**src/design/ps2kr_pkg.sv**
```systemverilog
// Package for the PS/2 scan-code receiver: payload structs, command codes,
// buffer sizing and configuration register indexes. No dependencies.
package ps2kr_pkg;

  // Event buffer sizing
  localparam int MAX_EVENT_BYTES = 4;
  localparam int LEN_W           = $clog2(MAX_EVENT_BYTES + 1);
  localparam int IDX_W           = $clog2(MAX_EVENT_BYTES);

  // Word framing positions
  localparam logic [3:0] POS_START  = 4'd0;
  localparam logic [3:0] POS_DATA_L = 4'd8;
  localparam logic [3:0] POS_PARITY = 4'd9;

  localparam logic [15:0] IDLE_MAX = 16'hFFFF;

  // Input operation codes
  localparam logic OP_EDGE = 1'b0;
  localparam logic OP_TICK = 1'b1;

  // Command kinds between front and back
  localparam logic CMD_ABORT = 1'b0;
  localparam logic CMD_BYTE  = 1'b1;

  // Command queue depth
  localparam int QUEUE_DEPTH = 4;
  localparam int QPTR_W      = $clog2(QUEUE_DEPTH);
  localparam int QCNT_W      = $clog2(QUEUE_DEPTH + 1);

  // Configuration register indexes
  localparam logic [2:0] REG_PARITY_EN   = 3'd0;
  localparam logic [2:0] REG_TIMEOUT_EN  = 3'd1;
  localparam logic [2:0] REG_TIMEOUT_TCK = 3'd2;
  localparam logic [2:0] REG_RELEASE     = 3'd3;
  localparam logic [2:0] REG_EXTENDED    = 3'd4;

  typedef struct packed {
    logic operation;
    logic data_bit;
  } in_t;

  typedef struct packed {
    logic [7:0] byte_first;
    logic [7:0] byte_second;
    logic [7:0] byte_third;
    logic [7:0] byte_fourth;
    logic [2:0] byte_count;
    logic       overflowed;
  } res_t;

  typedef struct packed {
    logic        parity_check_enable;
    logic        timeout_enable;
    logic [15:0] timeout_ticks;
    logic [7:0]  release_prefix;
    logic [7:0]  extended_prefix;
  } cfg_t;

  typedef struct packed {
    logic       kind;
    logic       last;
    logic [7:0] data;
  } cmd_t;

endpackage

```
**src/design/ps2kr_front.sv**
```systemverilog
// Front end: frames PS/2 words, tracks idle time and pending events, and
// issues byte and abort commands. Depends on ps2kr_pkg.
module ps2kr_front import ps2kr_pkg::*; (
  input  logic clk,
  input  logic rst,
  input  cfg_t cfg,
  input  logic accept,
  input  in_t  item,
  output logic cmd_push,
  output cmd_t cmd
);

  logic [3:0]  bit_position, bit_position_next;
  logic [7:0]  shift_value, shift_value_next;
  logic        parity_acc, parity_acc_next;
  logic        pending, pending_next;
  logic [15:0] idle_ticks, idle_ticks_next;

  logic       timeout_hit;
  logic [3:0] pos_eff;
  logic [7:0] byte_done;
  logic       is_prefix;

  // Classify the request and compute the next framing state
  always_comb begin
    bit_position_next = bit_position;
    shift_value_next  = shift_value;
    parity_acc_next   = parity_acc;
    pending_next      = pending;
    idle_ticks_next   = idle_ticks;
    cmd_push          = 1'b0;
    cmd.kind          = CMD_BYTE;
    cmd.last          = 1'b0;
    cmd.data          = shift_value;
    byte_done         = shift_value;
    is_prefix         = (byte_done == cfg.release_prefix) ||
                        (byte_done == cfg.extended_prefix);
    timeout_hit       = cfg.timeout_enable && pending && (idle_ticks > cfg.timeout_ticks);
    pos_eff           = timeout_hit ? POS_START : bit_position;

    if (accept) begin
      if (item.operation == OP_TICK) begin
        if (idle_ticks < IDLE_MAX) begin
          idle_ticks_next = idle_ticks + 16'd1;
        end
      end else begin
        // Drop the pending event on timeout
        if (timeout_hit) begin
          pending_next    = 1'b0;
          idle_ticks_next = '0;
          cmd_push        = 1'b1;
          cmd.kind        = CMD_ABORT;
        end
        if (pos_eff == POS_START) begin
          shift_value_next  = '0;
          parity_acc_next   = 1'b0;
          bit_position_next = 4'd1;
        end else if (pos_eff <= POS_DATA_L) begin
          shift_value_next[pos_eff[2:0] - 3'd1] = item.data_bit;
          parity_acc_next   = parity_acc ^ item.data_bit;
          bit_position_next = pos_eff + 4'd1;
        end else if (pos_eff == POS_PARITY) begin
          parity_acc_next   = parity_acc ^ item.data_bit;
          bit_position_next = pos_eff + 4'd1;
        end else begin
          // Stop bit: close the word
          bit_position_next = POS_START;
          shift_value_next  = '0;
          parity_acc_next   = 1'b0;
          idle_ticks_next   = '0;
          cmd_push          = 1'b1;
          if (cfg.parity_check_enable && !parity_acc) begin
            pending_next = 1'b0;
            cmd.kind     = CMD_ABORT;
          end else begin
            cmd.kind     = CMD_BYTE;
            cmd.last     = !is_prefix;
            pending_next = is_prefix;
          end
        end
      end
    end
  end

  // Hold framing state
  always_ff @(posedge clk) begin
    if (rst) begin
      bit_position <= POS_START;
      shift_value  <= '0;
      parity_acc   <= 1'b0;
      pending      <= 1'b0;
      idle_ticks   <= '0;
    end else begin
      bit_position <= bit_position_next;
      shift_value  <= shift_value_next;
      parity_acc   <= parity_acc_next;
      pending      <= pending_next;
      idle_ticks   <= idle_ticks_next;
    end
  end

  // Framing position stays within the word
  a_pos_range: assert property (@(posedge clk) disable iff (rst)
    bit_position <= 4'd10) else $error("bit position out of word");

  // A stop bit always returns framing to the start position
  a_stop_closes: assert property (@(posedge clk) disable iff (rst)
    (accept && item.operation == OP_EDGE && bit_position == 4'd10 && !timeout_hit)
      |=> bit_position == POS_START) else $error("stop bit did not close word");

  // A timeout abort clears the pending mark
  a_timeout_clears: assert property (@(posedge clk) disable iff (rst)
    (accept && item.operation == OP_EDGE && timeout_hit) |=> !pending)
    else $error("pending survived timeout");

endmodule

```
**src/design/ps2kr_cmd_queue.sv**
```systemverilog
// Short command queue between front and back ends, held in flip-flops.
// Depends on ps2kr_pkg.
module ps2kr_cmd_queue import ps2kr_pkg::*; (
  input  logic clk,
  input  logic rst,
  input  logic push,
  input  cmd_t push_cmd,
  output logic full,
  output logic valid,
  output cmd_t head,
  input  logic pop
);

  cmd_t              slots [QUEUE_DEPTH];
  logic [QPTR_W-1:0] wr_ptr, rd_ptr;
  logic [QCNT_W-1:0] count;
  logic              do_push, do_pop;

  assign full    = (count == QCNT_W'(QUEUE_DEPTH));
  assign valid   = (count != '0);
  assign head    = slots[rd_ptr];
  assign do_push = push && !full;
  assign do_pop  = pop && valid;

  // Write the tail slot
  always_ff @(posedge clk) begin
    if (do_push) begin
      slots[wr_ptr] <= push_cmd;
    end
  end

  // Advance pointers and occupancy
  always_ff @(posedge clk) begin
    if (rst) begin
      wr_ptr <= '0;
      rd_ptr <= '0;
      count  <= '0;
    end else begin
      if (do_push) begin
        wr_ptr <= wr_ptr + QPTR_W'(1);
      end
      if (do_pop) begin
        rd_ptr <= rd_ptr + QPTR_W'(1);
      end
      if (do_push && !do_pop) begin
        count <= count + QCNT_W'(1);
      end else if (do_pop && !do_push) begin
        count <= count - QCNT_W'(1);
      end
    end
  end

  // Occupancy never exceeds depth
  a_count_max: assert property (@(posedge clk) disable iff (rst)
    count <= QCNT_W'(QUEUE_DEPTH)) else $error("queue overfilled");

  // Pointers stay consistent with occupancy
  a_ptr_gap: assert property (@(posedge clk) disable iff (rst)
    (wr_ptr - rd_ptr) == count[QPTR_W-1:0]) else $error("queue pointers out of step");

  // A push without pop grows the queue by one
  a_grow: assert property (@(posedge clk) disable iff (rst)
    (do_push && !do_pop) |=> count == $past(count) + QCNT_W'(1))
    else $error("queue did not grow");

endmodule

```
**src/design/ps2kr_back.sv**
```systemverilog
// Back end: assembles event bytes from commands and holds the finished
// event in an output register. Depends on ps2kr_pkg.
module ps2kr_back import ps2kr_pkg::*; (
  input  logic clk,
  input  logic rst,
  input  logic cmd_valid,
  input  cmd_t cmd,
  output logic cmd_pop,
  output logic res_valid,
  output res_t res,
  input  logic res_pop
);

  logic [7:0]       event_store [MAX_EVENT_BYTES];
  logic [7:0]       store_next  [MAX_EVENT_BYTES];
  logic [LEN_W-1:0] event_len, event_len_next;
  logic             ovf, ovf_next;
  logic             completes, out_free, take;
  logic [7:0]       view [4];
  res_t             res_next;

  assign completes = (cmd.kind == CMD_BYTE) && cmd.last;
  assign out_free  = !res_valid || res_pop;
  assign cmd_pop   = cmd_valid && (!completes || out_free);
  assign take      = cmd_pop;

  // Merge the incoming byte into the buffer
  always_comb begin
    for (int k = 0; k < MAX_EVENT_BYTES; k++) begin
      store_next[k] = event_store[k];
    end
    event_len_next = event_len;
    ovf_next       = ovf;
    if (cmd.kind == CMD_BYTE) begin
      if (event_len < LEN_W'(MAX_EVENT_BYTES)) begin
        store_next[event_len[IDX_W-1:0]] = cmd.data;
        event_len_next = event_len + LEN_W'(1);
      end else begin
        ovf_next = 1'b1;
      end
    end
  end

  // Build the result from the merged buffer
  always_comb begin
    for (int k = 0; k < 4; k++) begin
      view[k] = '0;
      if (k < MAX_EVENT_BYTES && LEN_W'(k) < event_len_next) begin
        view[k] = store_next[k % MAX_EVENT_BYTES];
      end
    end
    res_next.byte_first  = view[0];
    res_next.byte_second = view[1];
    res_next.byte_third  = view[2];
    res_next.byte_fourth = view[3];
    res_next.byte_count  = (event_len_next > LEN_W'(7)) ? 3'd7 : 3'(event_len_next);
    res_next.overflowed  = ovf_next;
  end

  // Write event bytes
  always_ff @(posedge clk) begin
    if (take) begin
      for (int k = 0; k < MAX_EVENT_BYTES; k++) begin
        event_store[k] <= store_next[k];
      end
    end
  end

  // Advance event length and overflow; clear on completion or abort
  always_ff @(posedge clk) begin
    if (rst) begin
      event_len <= '0;
      ovf       <= 1'b0;
    end else if (take) begin
      if (cmd.kind == CMD_ABORT || cmd.last) begin
        event_len <= '0;
        ovf       <= 1'b0;
      end else begin
        event_len <= event_len_next;
        ovf       <= ovf_next;
      end
    end
  end

  // Hold the finished event until popped
  always_ff @(posedge clk) begin
    if (rst) begin
      res_valid <= 1'b0;
    end else if (take && completes) begin
      res_valid <= 1'b1;
    end else if (res_pop) begin
      res_valid <= 1'b0;
    end
  end

  always_ff @(posedge clk) begin
    if (take && completes) begin
      res <= res_next;
    end
  end

  // Buffer length never exceeds capacity
  a_len_max: assert property (@(posedge clk) disable iff (rst)
    event_len <= LEN_W'(MAX_EVENT_BYTES)) else $error("event length over capacity");

  // Overflow only with a full buffer
  a_ovf_full: assert property (@(posedge clk) disable iff (rst)
    ovf |-> event_len == LEN_W'(MAX_EVENT_BYTES)) else $error("overflow with room left");

  // A completing byte never overwrites an unread result
  a_no_clobber: assert property (@(posedge clk) disable iff (rst)
    (take && completes) |-> (!res_valid || res_pop)) else $error("result overwritten");

  // Completion restarts the event
  a_restart: assert property (@(posedge clk) disable iff (rst)
    (take && completes) |=> (event_len == '0 && !ovf)) else $error("event not cleared");

endmodule

```
**src/design/ps2_keyboard_scan_code_receiver_top.sv**
```systemverilog
// Top level of the PS/2 scan-code receiver: configuration registers, front end,
// command queue and back end. Depends on ps2kr_pkg, ps2kr_front,
// ps2kr_cmd_queue and ps2kr_back.
//
//  channel  | handshake            | payload
//  ---------+----------------------+-------------------------------------
//  input    | push / full          | item  (operation, data_bit)
//  result   | empty / pop          | result (four bytes, count, overflow)
//  config   | cfg_valid / cfg_ready| cfg_index (3b), cfg_data (16b)
//
// One request is taken per cycle whenever full is low; full rises only when
// the four-entry command queue between front and back is full.
// A completed event passes through the command queue and then the output
// register before it shows on result, and waits there until popped; the back
// end stalls on the next completing byte while that result is unread.
// Synchronous reset restores register defaults and empties every stage.
module ps2_keyboard_scan_code_receiver_top import ps2kr_pkg::*; (
  input  logic        clk,
  input  logic        rst,
  input  logic        push,
  output logic        full,
  input  in_t         item,
  output logic        empty,
  input  logic        pop,
  output res_t        result,
  input  logic        cfg_valid,
  output logic        cfg_ready,
  input  logic [2:0]  cfg_index,
  input  logic [15:0] cfg_data
);

  cfg_t cfg;
  logic accept;
  logic cmd_push, q_valid, q_pop, res_valid;
  cmd_t cmd_in, q_head;

  assign cfg_ready = 1'b1;
  assign accept    = push && !full;
  assign empty     = !res_valid;

  // Configuration registers
  always_ff @(posedge clk) begin
    if (rst) begin
      cfg.parity_check_enable <= 1'b1;
      cfg.timeout_enable      <= 1'b1;
      cfg.timeout_ticks       <= 16'd2;
      cfg.release_prefix      <= 8'hF0;
      cfg.extended_prefix     <= 8'hE0;
    end else if (cfg_valid && cfg_ready) begin
      case (cfg_index)
        REG_PARITY_EN:   cfg.parity_check_enable <= cfg_data[0];
        REG_TIMEOUT_EN:  cfg.timeout_enable      <= cfg_data[0];
        REG_TIMEOUT_TCK: cfg.timeout_ticks       <= cfg_data;
        REG_RELEASE:     cfg.release_prefix      <= cfg_data[7:0];
        REG_EXTENDED:    cfg.extended_prefix     <= cfg_data[7:0];
        default: begin
        end
      endcase
    end
  end

  ps2kr_front u_front (
    .clk      (clk),
    .rst      (rst),
    .cfg      (cfg),
    .accept   (accept),
    .item     (item),
    .cmd_push (cmd_push),
    .cmd      (cmd_in)
  );

  ps2kr_cmd_queue u_queue (
    .clk      (clk),
    .rst      (rst),
    .push     (cmd_push),
    .push_cmd (cmd_in),
    .full     (full),
    .valid    (q_valid),
    .head     (q_head),
    .pop      (q_pop)
  );

  ps2kr_back u_back (
    .clk       (clk),
    .rst       (rst),
    .cmd_valid (q_valid),
    .cmd       (q_head),
    .cmd_pop   (q_pop),
    .res_valid (res_valid),
    .res       (result),
    .res_pop   (pop)
  );

endmodule
```
**config.mk**
```make
export PLATFORM = sky130hd
export DESIGN_NAME = ps2_keyboard_scan_code_receiver_top
export DESIGN_NICKNAME = d
export VERILOG_FILES = /design/src/design/ps2kr_pkg.sv /design/src/design/ps2kr_front.sv /design/src/design/ps2kr_cmd_queue.sv /design/src/design/ps2kr_back.sv /design/src/design/ps2_keyboard_scan_code_receiver_top.sv
export SDC_FILE = /design/constraint.sdc
export NUM_CORES = 1
export LEC_CHECK = 0
export BUFFER_PORTS_ARGS = -buffer_cell sky130_fd_sc_hd__buf_2
export CORE_ASPECT_RATIO = 0.75
export CORE_UTILIZATION = 45
export CTS_BUF_LIST = sky130_fd_sc_hd__clkbuf_4 sky130_fd_sc_hd__clkbuf_8 sky130_fd_sc_hd__clkbuf_16
export DETAILED_ROUTE_END_ITERATION = 6
export PLACE_DENSITY = 0.72
export SLEW_MARGIN = 20
export SYNTH_ARGS = -nofsm -noshare
export SYNTH_HDL_FRONTEND = slang
export SYNTH_SLANG_ARGS = --single-unit
```
**constraint.sdc**
```tcl
create_clock -name clk -period 5.1 [get_ports clk]
set_input_delay 1.02 -clock clk [delete_from_list [all_inputs] [get_ports clk]]
set_output_delay 1.02 -clock clk [all_outputs]
set_load 0.01 [all_outputs]
```
======== After elaboration in Yosys (flattened, before gate mapping) ========
Memories as Yosys holds them, arrays and structs flattened. A register that Yosys moved wholly into a read port is not among the register bits.
Index checks and enable logic that the tools add are counted.
word-level totals
  memories kept ........................... 2
  register bits after elaboration ......... 112
  RAM bits ................................ 72
  bits of input ports ..................... 26
  output and inout bits ................... 39
  word-level logic and storage cells ...... 155
cells by class
  muxes and demuxes ....................... 59
  reductions and logical operators ........ 37
  equal/unequal tests ..................... 10
  $add $sub $neg .......................... 8
  order comparisons ....................... 13
  bitwise gates (word level) .............. 4
memory list
  memory              depth  bits a word  rd ports  clocked after Yosys merged registers in  write ports  line                   text
  u_queue.slots       4      10           1         1                                        1            ps2kr_cmd_queue.sv:14  cmd_t slots [QUEUE_DEPTH];
  u_back.event_store  4      8            4         0                                        4            ps2kr_back.sv:14       logic [7:0] event_store [MAX_EVENT_BYTES];
operators by type and width
  cell                                               number
  2-to-1 mux 16 bit                                  6
  2-to-1 mux 32 bit                                  2
  bitwise mux 32 bit                                 1
  2-to-1 mux 8 bit                                   4
  2-to-1 mux 1 bit                                   27
  adder 16 x 1 -> 16 bit, second input constant      1
  demux 8 bit (select 2 bit)                         1
  == test 8 bit                                      2
  greater-than comparator 16 bit                     1
  < comparator 16 bit, second input constant         1
  2-to-1 mux 4 bit                                   4
  2-to-1 mux 3 bit                                   5
  2-to-1 mux 2 bit                                   7
  AND reduction 2 bit                                7
  logical AND 1 bit                                  13
  bitwise mux 8 bit                                  1
  zero test 1 bit                                    7
  adder 3 x 1 -> 3 bit, second input constant        2
  == test 3 x 2 -> 1 bit, second input constant      2
  == test 3 bit, second input constant               2
  < comparator 1 x 3 -> 1 bit, first input constant  2
  < comparator 2 x 3 -> 1 bit, first input constant  2
  subtractor 3 x 1 -> 3 bit, second input constant   2
  adder 2 x 1 -> 2 bit, second input constant        2
  22 further kinds                                   27

======== Depth between registers and ports, before layout ========
Gate-level depths: netlist of the first run.
  word-level depth ........................ 14
  mapped depth ............................ 19
  gate-level depth less buffers ........... 18

======== Hierarchy ========
A second synthesis of the first run with hierarchy kept.
unflattened totals
  cells, all modules ...................... 759
  area total of the unflattened synthesis .. 9,066.2 um^2
by module, submodules not included
  module                               sequential area each (um^2)  area each (um^2)  instances  cells an instance
  ps2kr_back                           2,142.1                      3,211.8           1          196
  ps2kr_front                          600.6                        2,457.4           1          319
  ps2kr_cmd_queue                      1,381.3                      1,910.6           1          100
  ps2_keyboard_scan_code_receiver_top  680.7                        1,486.4           1          144

======== Worst setup path after synthesis of the first run ========
Ideal clock, no wire load.
  kind .................................... register -> register
  from .................................... register cfg[29] (netlist name)
  to ...................................... register u_queue.count[2]
  period minus slack after synthesis ...... 4.261 ns
  path buffers ............................ 1
  library setup time ...................... 0.070 ns
  cell stages (with the launch flop) ...... 20
  data required time ...................... 5.030 ns
  setup slack ............................. 0.839 ns
  arrival time ............................ 4.190 ns
  cell sequence ........................... dfxtp_1 > inv_1 > ha_1 > a21o_1 > a21o_1 > a221o_1 > o31ai_2 > buf_2 > and2_1 > inv_1 > ha_1 > o21bai_1 > nand2_1 > a21oi_2 > ha_1 > inv_1 > fa_1 > xor2_1 > or3_1 > a21oi_1
between the ends
  word-level cells in the longest chain between the ends .. 13
  elaborated cells between the ends (all ways) .. 18
  classes of those cells .................. order compare (2); eq/ne (1); mux (8); reduce/logical (7)
RTL lines
  element                                                                      line                   text
  greater-than comparator 16 bit (*)                                           ps2kr_front.sv:38      timeout_hit = cfg.timeout_enable && pending && (idle_ticks > cfg.timeout_ticks);
  logical AND 1 bit (*)                                                        ps2kr_front.sv:38
  parallel branches: the longest is 4 deep, another holds <= comparator 4 bit  --
  2-to-1 mux 1 bit (*)                                                         ps2kr_front.sv:54      if (pos_eff == POS_START) begin
  2-to-1 mux 1 bit (*)                                                         ps2kr_front.sv:42      if (item.operation == OP_TICK) begin
  2-to-1 mux 1 bit (*)                                                         ps2kr_front.sv:41      if (accept) begin
  logical AND 1 bit (*)                                                        ps2kr_cmd_queue.sv:22  assign do_push = push && !full;
  via u_queue.do_push                                                          ps2kr_cmd_queue.sv:17  logic do_push, do_pop;
  zero test 1 bit                                                              ps2kr_cmd_queue.sv:47  end else if (do_pop && !do_push) begin
  logical AND 1 bit                                                            ps2kr_cmd_queue.sv:47
  nonzero test 2 bit (no line)                                                 --
  end signal, assigned                                                         ps2kr_cmd_queue.sv:46  count <= count + QCNT_W'(1);
  end signal, assigned                                                         ps2kr_cmd_queue.sv:48  count <= count - QCNT_W'(1);
  end, declared                                                                ps2kr_cmd_queue.sv:16  logic [QCNT_W-1:0] count;
Mark *: on every way through the listed nets, which the timed path passes.
A chain may end at the register's enable or synchronous reset.

======== Final worst setup path of the first run ========
  from .................................... register u_front.idle_ticks[5]
  to ...................................... register u_queue.count[2]
between the ends
  word-level cells in the longest chain between the ends .. 13
  elaborated cells between the ends (all ways) .. 18
  classes of those cells .................. order compare (2); eq/ne (1); mux (8); reduce/logical (7)
RTL lines
  element                                                                      line                   text
  start, declared                                                              ps2kr_front.sv:17      logic [15:0] idle_ticks, idle_ticks_next;
  start signal, assigned                                                       ps2kr_front.sv:98      idle_ticks <= idle_ticks_next;
  greater-than comparator 16 bit (*)                                           ps2kr_front.sv:38
  logical AND 1 bit (*)                                                        ps2kr_front.sv:38
  parallel branches: the longest is 4 deep, another holds <= comparator 4 bit  --
  2-to-1 mux 1 bit (*)                                                         ps2kr_front.sv:54
  2-to-1 mux 1 bit (*)                                                         ps2kr_front.sv:42
  2-to-1 mux 1 bit (*)                                                         ps2kr_front.sv:41
  logical AND 1 bit (*)                                                        ps2kr_cmd_queue.sv:22
  via u_queue.do_push                                                          ps2kr_cmd_queue.sv:17
  zero test 1 bit                                                              ps2kr_cmd_queue.sv:47
  logical AND 1 bit                                                            ps2kr_cmd_queue.sv:47
  nonzero test 2 bit (no line)                                                 --
Marked as above.

==> metrics.md, run 1 <==
| Metric | Value |
|---|---|
| Post-DP HPWL | 12200 um |
| CTS max path bufs | 2 |
| Num rows | 43 |
| Initial DRC Count | 503 |
| Syn Nets | 802 |
| Core box area | 0.0186 mm^2 |
| Total negative slack | 0 ns |
| Worst path most repeated cell | ha_1 |
| Largest area contributor in the netlist | edfxtp_1 |
| Fin nets | 858 |
| Max_cap viols | 0 |
| WS Path Type | reg2reg |
| GRT overflow | 0 |
| CTS root buffer | clkbuf_16 |
| Critical path's largest stage delay | 0.54 ns |
| Synthesis-stage register bit count | 186 |
| Clk sinks | 186 |
| Die W | 162 um |
| WP buf/inv | 2 |
| IO Pins | 65 |
| Post-synth top flop | edfxtp_1 |
| Fin. Hold Viols | 0 |
| Die height | 122 um |
| Share of cells above drive strength 1 | 18.9% |
| Clk_skew | 0.0138 ns |
| Layout area overhead | 13.7% |
| Worst Setup Start Kind | flip-flop |
| Vias per cell | 5.52 |
| # H-tree levels | 4 |
| Hold Path End | cfg[27] |
| Worst-path clk slew | 0.08 ns |
| R2R Path End | u_queue.count[2] |
| Largest net degree at the start of global routing | 47 |
| Post CTS Setup Buffer Count | 0 |
| R2R Path Start | u_front.idle_ticks[5] |
| Synthesized area per cell | 11.6 um^2 |
| Routed WL | 17700 um |
| First-pass GRT wire length | 28800 um |
| Vias in the first global route | 5436 |
| Worst Path Arrival | 4.97 ns |
| Initial antenna violation count | 0 |
| Worst IR Drop VDD | 0.000294 V |
| Most frequent cells in the layout | edfxtp_1 (108), nand2_1 (100), dfxtp_1 (78) |
| Lkg Pwr | 3.64 nW |
| Slowest CP cell | o31ai_4 |
| Status | complete, no violations |
| Unrepaired setup endpoints after global routing | false |
| Power Density | 393 mW/mm^2 |
| Number of fill cells | 1623 |
| Detail Route Antenna Nets | 0 |
| Synth Instances | 746 |
| IO Port Bufs | 63 |
| YS warnings | 0 |
| Final Max Tran Viols | 0 |
| Asr flop ratio synth | 0% |
| Worst hold margin | 0.461 ns |
| Worst Tran Pin Value | 0.950 ns |
| Sequential share of the synthesized area | 55.7% |
| Final setup viols | 0 |
| Clock tree from TritonCTS | done |
| Crit share post-route | 90.2% |
| Top post-synthesis cells by area | edfxtp_1 (38%), dfxtp_1 (18%), nand2_1 (4.4%) |
| Num CTS Buffers | 17 |
| Initial DRT Pass Iterations | 4 |
| R2R setup slack | 0.50 ns |
| Yosys top cell area share | 37.6% |
| Die Area | 0.0197 mm^2 |
| Clk Latency, worst-skew pair | 0.45 ns |
| Reg2reg path depth | 17 |
| Cell area after technology mapping | 0.00862 mm^2 |
| Antenna diodes | 0 |
| CP Capture Type | flip-flop |
| Design Power | 3.86 mW |
| Vias | 5866 |
| Max Clk Rate | 217 MHz |
| Period minus WS final | 4.60 ns |
| Library cells used by synthesis | 81 |
| Hold Crit Class | reg2reg |
| Most common cell after layout, fill and taps aside | edfxtp_1 |
| Number of synthesized flops with an enable pin | 108 |
| Hold_sp | cfg[27] |
| Initial Util | 46.3% |
| Slew Limit Headroom | 36.5% |
| Routed WL per cell | 16.7 um |
| # DRC | 0 |
| Worst EP required | 5.47 ns |
| Peak fanout along the critical path | 14 |
| Worst hold stages | 2 |
| Total track usage | 18.9% |
| CP delay by family, top | compound AO/OA/AOI/OAI gates |
| Critical-path cell list | ha_1 > a21oi_1 > o21ai_0 > a221o_1 > o31ai_4 > and2_1 > inv_1 > ha_1 > o21bai_1 > nand2_1 > a21oi_2 > ha_1 > inv_1 > fa_1 > xor2_1 > or3_1 > a21oi_1 |
| RD Place Congestion | 0.810 |
## tightest hold or removal path: stages, from the launching register on
cell     delay [ns]
dfxtp_1        0.32
nand2_1        0.05
a21oi_1        0.05
## synthesized netlist by cell type (4+ instances only)
cell type	count
edfxtp_1	108
nand2_1	100
dfxtp_1	78
a21oi_1	53
inv_1	34
nor2_1	30
ha_1	29
clkbuf_1	21
and2_1	20
nand3_1	19
xnor2_1	18
mux2_2	17
mux2_1	15
o21ai_0	14
mux4_2	10
nor3_1	10
a21boi_1	9
nand4_1	9
o21a_1	9
nand2b_1	8
nor2b_1	8
o31a_1	8
and3_1	6
a21o_1	5
a311oi_2	5
buf_2	5
xor2_1	5
a211oi_1	4
a22oi_1	4
o311ai_0	4
o32ai_1	4
## kinds of logic after synthesis
| kind of cell | count (synthesis) | share of synthesized area [%] |
|---|---|---|
| xor gates and xnor gates | 24 | 2.66 |
| other | 1 | 0.0435 |
| muxes | 45 | 7.14 |
| AOI/OAI and AO/OA | 154 | 13.0 |
| adders and majority gates | 30 | 4.44 |
| and+or+nand+nor | 237 | 13.7 |
| DFF | 186 | 55.7 |
| buffers and inverters | 69 | 3.27 |
## repair_timing
item,CTS,global route
hold buffers,0,0
hold endpoints to repair,0,0
setup endpoints to repair,0,1
resized for setup,0,1
## per-layer routing
| layer | vias to the layer above | part of all wire, % | track usage (%) |
|---|---|---|---|
| li1 | 2840 | - | - |
| met1 | 2865 | 51 | 28.8 |
| met5 | - | 0 | 0 |
| met3 | 13 | 5.6 | 4.94 |
| met4 | 0 | 0.91 | 4.30 |
| met2 | 148 | 42 | 26.6 |
## area by class of cell
type / instances / area, um^2 / area share, %
Inverter: 37 / 139 / 1.42
Clock buffer: 17 / 425 / 4.34
Clock inverter: 15 / 223 / 2.27
Sequential cell: 186 / 4800 / 49.0
Tap cell: 247 / 309 / 3.15
Timing Repair Buffer: 69 / 360 / 3.68
Multi-Input combinational cell: 491 / 3540 / 36.1
## where the power goes
| group | switching [mW] | leakage, nW | internal (mW) |
|---|---|---|---|
| logic | 0.318 | 1.62 | 0.227 |
| registers | 0.0886 | 1.71 | 1.82 |
| clock network | 0.710 | 0.311 | 0.693 |
| total | 1.12 | 3.64 | 2.74 |
## through the flow
stage | cell area, um^2 | setup slack, ns | utilization, % | std cells
2_1_floorplan | 8620 | 0.839 | - | 746
3_3_place_gp | 9150 | 0.538 | 49.1 | 1030
3_5_place_dp | 9150 | 0.307 | 49.1 | 1030
4_1_cts | 9790 | 0.261 | 52.6 | 1062
5_1_grt | 9800 | 0.223 | 52.7 | 1062
6_report | 9800 | 0.501 | 52.7 | 1062
## sequential cells by signal, summed over array words and instances (netlist names), named ones only
| name | count |
|---|---|
| u_front.idle_ticks | 16 |
| u_front.byte_done | 8 |
| u_front.pending | 1 |
| u_queue.wr_ptr | 2 |
| u_back.res | 36 |
| u_front.parity_acc | 1 |
| u_back.ovf | 1 |
| u_back.res_valid | 1 |
| u_queue.count | 3 |
| u_back.event_store | 32 |
| u_queue.slots | 40 |
| u_queue.rd_ptr | 2 |
| u_back.event_len | 3 |
| cfg | 34 |
| u_front.bit_position | 4 |
## worst max path at each step
stage                          startpoint               end  slack [ns]  depth (start not counted)
floorplan                         cfg[29]  u_queue.count[2]        0.84                         19
global placement                  cfg[29]  u_queue.count[2]        0.54                         18
detailed placement  u_front.idle_ticks[5]  u_queue.count[2]        0.31                         17
CTS                 u_front.idle_ticks[5]  u_queue.count[2]        0.26                         17
global route        u_front.idle_ticks[7]  u_queue.count[2]        0.22                         17
finish              u_front.idle_ticks[5]  u_queue.count[2]        0.50                         17
No activity file was read; power rests on OpenSTA's default activity.
==> run 2, diff against run 1 <==
PLACE_DENSITY = 0.61   (was 0.72)
==> run 2 against run 1 <==
  * Utilization shrank 0.23 points
  * Cell count hardly changed
  * Clock skew increased by 0.00083 ns
==> metrics.md, run 2 (same netlist as run 1, synthesis figures left out) <==
| Metric | Value |
|---|---|
| Status | complete, no violations |
| Vias in the first global route | 5561 |
| Routed WL per cell | 17.3 um |
| Die Area | 0.0197 mm^2 |
| Clk Latency, worst-skew pair | 0.44 ns |
| Max Clk Rate | 218 MHz |
| IO Pins | 65 |
| Most common cell after layout, fill and taps aside | edfxtp_1 |
| Crit share post-route | 89.9% |
| Antenna diodes | 0 |
| Die height | 122 um |
| Most flops, register | u_queue.slots |
| Worst Path Arrival | 4.94 ns |
| Layout area overhead | 13.2% |
| Die W | 162 um |
| Lkg Pwr | 3.62 nW |
| Num rows | 43 |
| Unrepaired setup endpoints after global routing | false |
| Worst Tran Pin Value | 0.923 ns |
| Largest register FFs | 40 |
| IO Port Bufs | 63 |
| Clk sinks | 186 |
| Fin. Hold Viols | 0 |
| Slew Limit Headroom | 38.3% |
| Power Density | 390 mW/mm^2 |
| Design Power | 3.81 mW |
| Final setup viols | 0 |
| Initial Util | 46.3% |
| Clk_skew | 0.0146 ns |
| Period minus WS final | 4.58 ns |
| Total negative slack | 0 ns |
| Peak fanout along the critical path | 11 |
| Hold Crit Class | reg2reg |
| CP Capture Type | flip-flop |
| Largest net degree at the start of global routing | 68 |
| Top flop regs | u_queue.slots x40, u_back.res x36, cfg x34 |
| Post_cts resized | 0 |
| Setup slack at placement | 0.593 ns |
| Vias | 5830 |
| CTS max path bufs | 2 |
| RD Place Congestion | 0.825 |
| Dpl cells | 1029 |
| # H-tree levels | 4 |
| WS Path Type | reg2reg |
| Initial DRC Count | 496 |
| Worst EP required | 5.46 ns |
| Post-DP HPWL | 13000 um |
| CTS Hold Bufs | 0 |
| Initial antenna violation count | 0 |
| Worst-path clk slew | 0.08 ns |
| Vias per cell | 5.49 |
| Final non-filler cell total | 1061 |
| Post CTS Setup Buffer Count | 0 |
| Final Max Tran Viols | 0 |
| Total track usage | 19.7% |
| Initial DRT Pass Iterations | 5 |
| Max_cap viols | 0 |
| Fin worst setup slack | 0.517 ns |
| Worst IR Drop VDD | 0.000191 V |
| Most frequent cells in the layout | edfxtp_1 (108), nand2_1 (100), dfxtp_1 (78) |
| Detail Route Antenna Nets | 0 |
| Number of fill cells | 1669 |
| First-pass GRT wire length | 29900 um |
| Core box area | 0.0186 mm^2 |
| CTS root buffer | clkbuf_16 |
| GRT overflow | 0 |
| Num CTS Buffers | 17 |
| Worst hold margin | 0.458 ns |
| Fin nets | 857 |
| Clock tree from TritonCTS | done |
| Worst Setup Start Kind | flip-flop |
| # DRC | 0 |
| Share of cells above drive strength 1 | 18.8% |
| Routed WL | 18300 um |
## run 2: layer usage
layer	wire (um)	GRT usage, %	up-vias
met2	8060	29.3	119
met5	0	0	-
met3	794	4.02	13
met4	179	5.90	0
li1	-	-	2836
met1	9280	28.9	2862
## run 2: final cells by class
type / instances / area, um^2 / share of cell area, %
flip-flops and latches: 186 / 4800 / 49.2
multi-input cells: 491 / 3530 / 36.2
clock buffers: 17 / 425 / 4.36
repair buffers: 68 / 353 / 3.61
well taps: 247 / 309 / 3.17
clock inverters: 15 / 196 / 2.01
inverters: 37 / 139 / 1.42
## run 2: path summary, 6_finish.rpt
path | cells past startpoint | endpoint | slack, ns | start
setup / recovery | 17 | u_queue.count[2] | 0.52 | u_front.idle_ticks[5]
hold / removal | 2 | cfg[26] | 0.46 | cfg[26]
setup reg to reg | 17 | u_queue.count[2] | 0.52 | u_front.idle_ticks[5]
hold reg to reg | 2 | cfg[26] | 0.46 | cfg[26]
## run 2: metrics by stage
| step | instance area (um^2) | util [%] |
|---|---|---|
| 2_1_floorplan | 8620 | - |
| 3_3_place_gp | 9140 | 49.1 |
| 3_5_place_dp | 9140 | 49.1 |
| 4_1_cts | 9760 | 52.4 |
| 5_1_grt | 9760 | 52.4 |
| 6_report | 9760 | 52.4 |
## run 2: worst max-delay path, stage by stage (launching register included)
cell and delay [ns]:
dfxtp_1 0.43, ha_1 0.28, a21oi_1 0.19, o21ai_0 0.11, a221o_1 0.41, o31ai_2 0.34
and2_1 0.24, inv_1 0.06, ha_1 0.33, o21bai_1 0.33, nand2_1 0.22, a21oi_2 0.22
ha_1 0.22, inv_1 0.07, fa_1 0.43, xor2_1 0.17, or3_1 0.30, a21oi_1 0.16
## run 2: where the power goes
group | switching (mW) | internal, mW | leakage, nW
registers | 0.0866 | 1.82 | 1.71
logic | 0.315 | 0.225 | 1.61
clock network | 0.683 | 0.679 | 0.302
total | 1.08 | 2.72 | 3.62
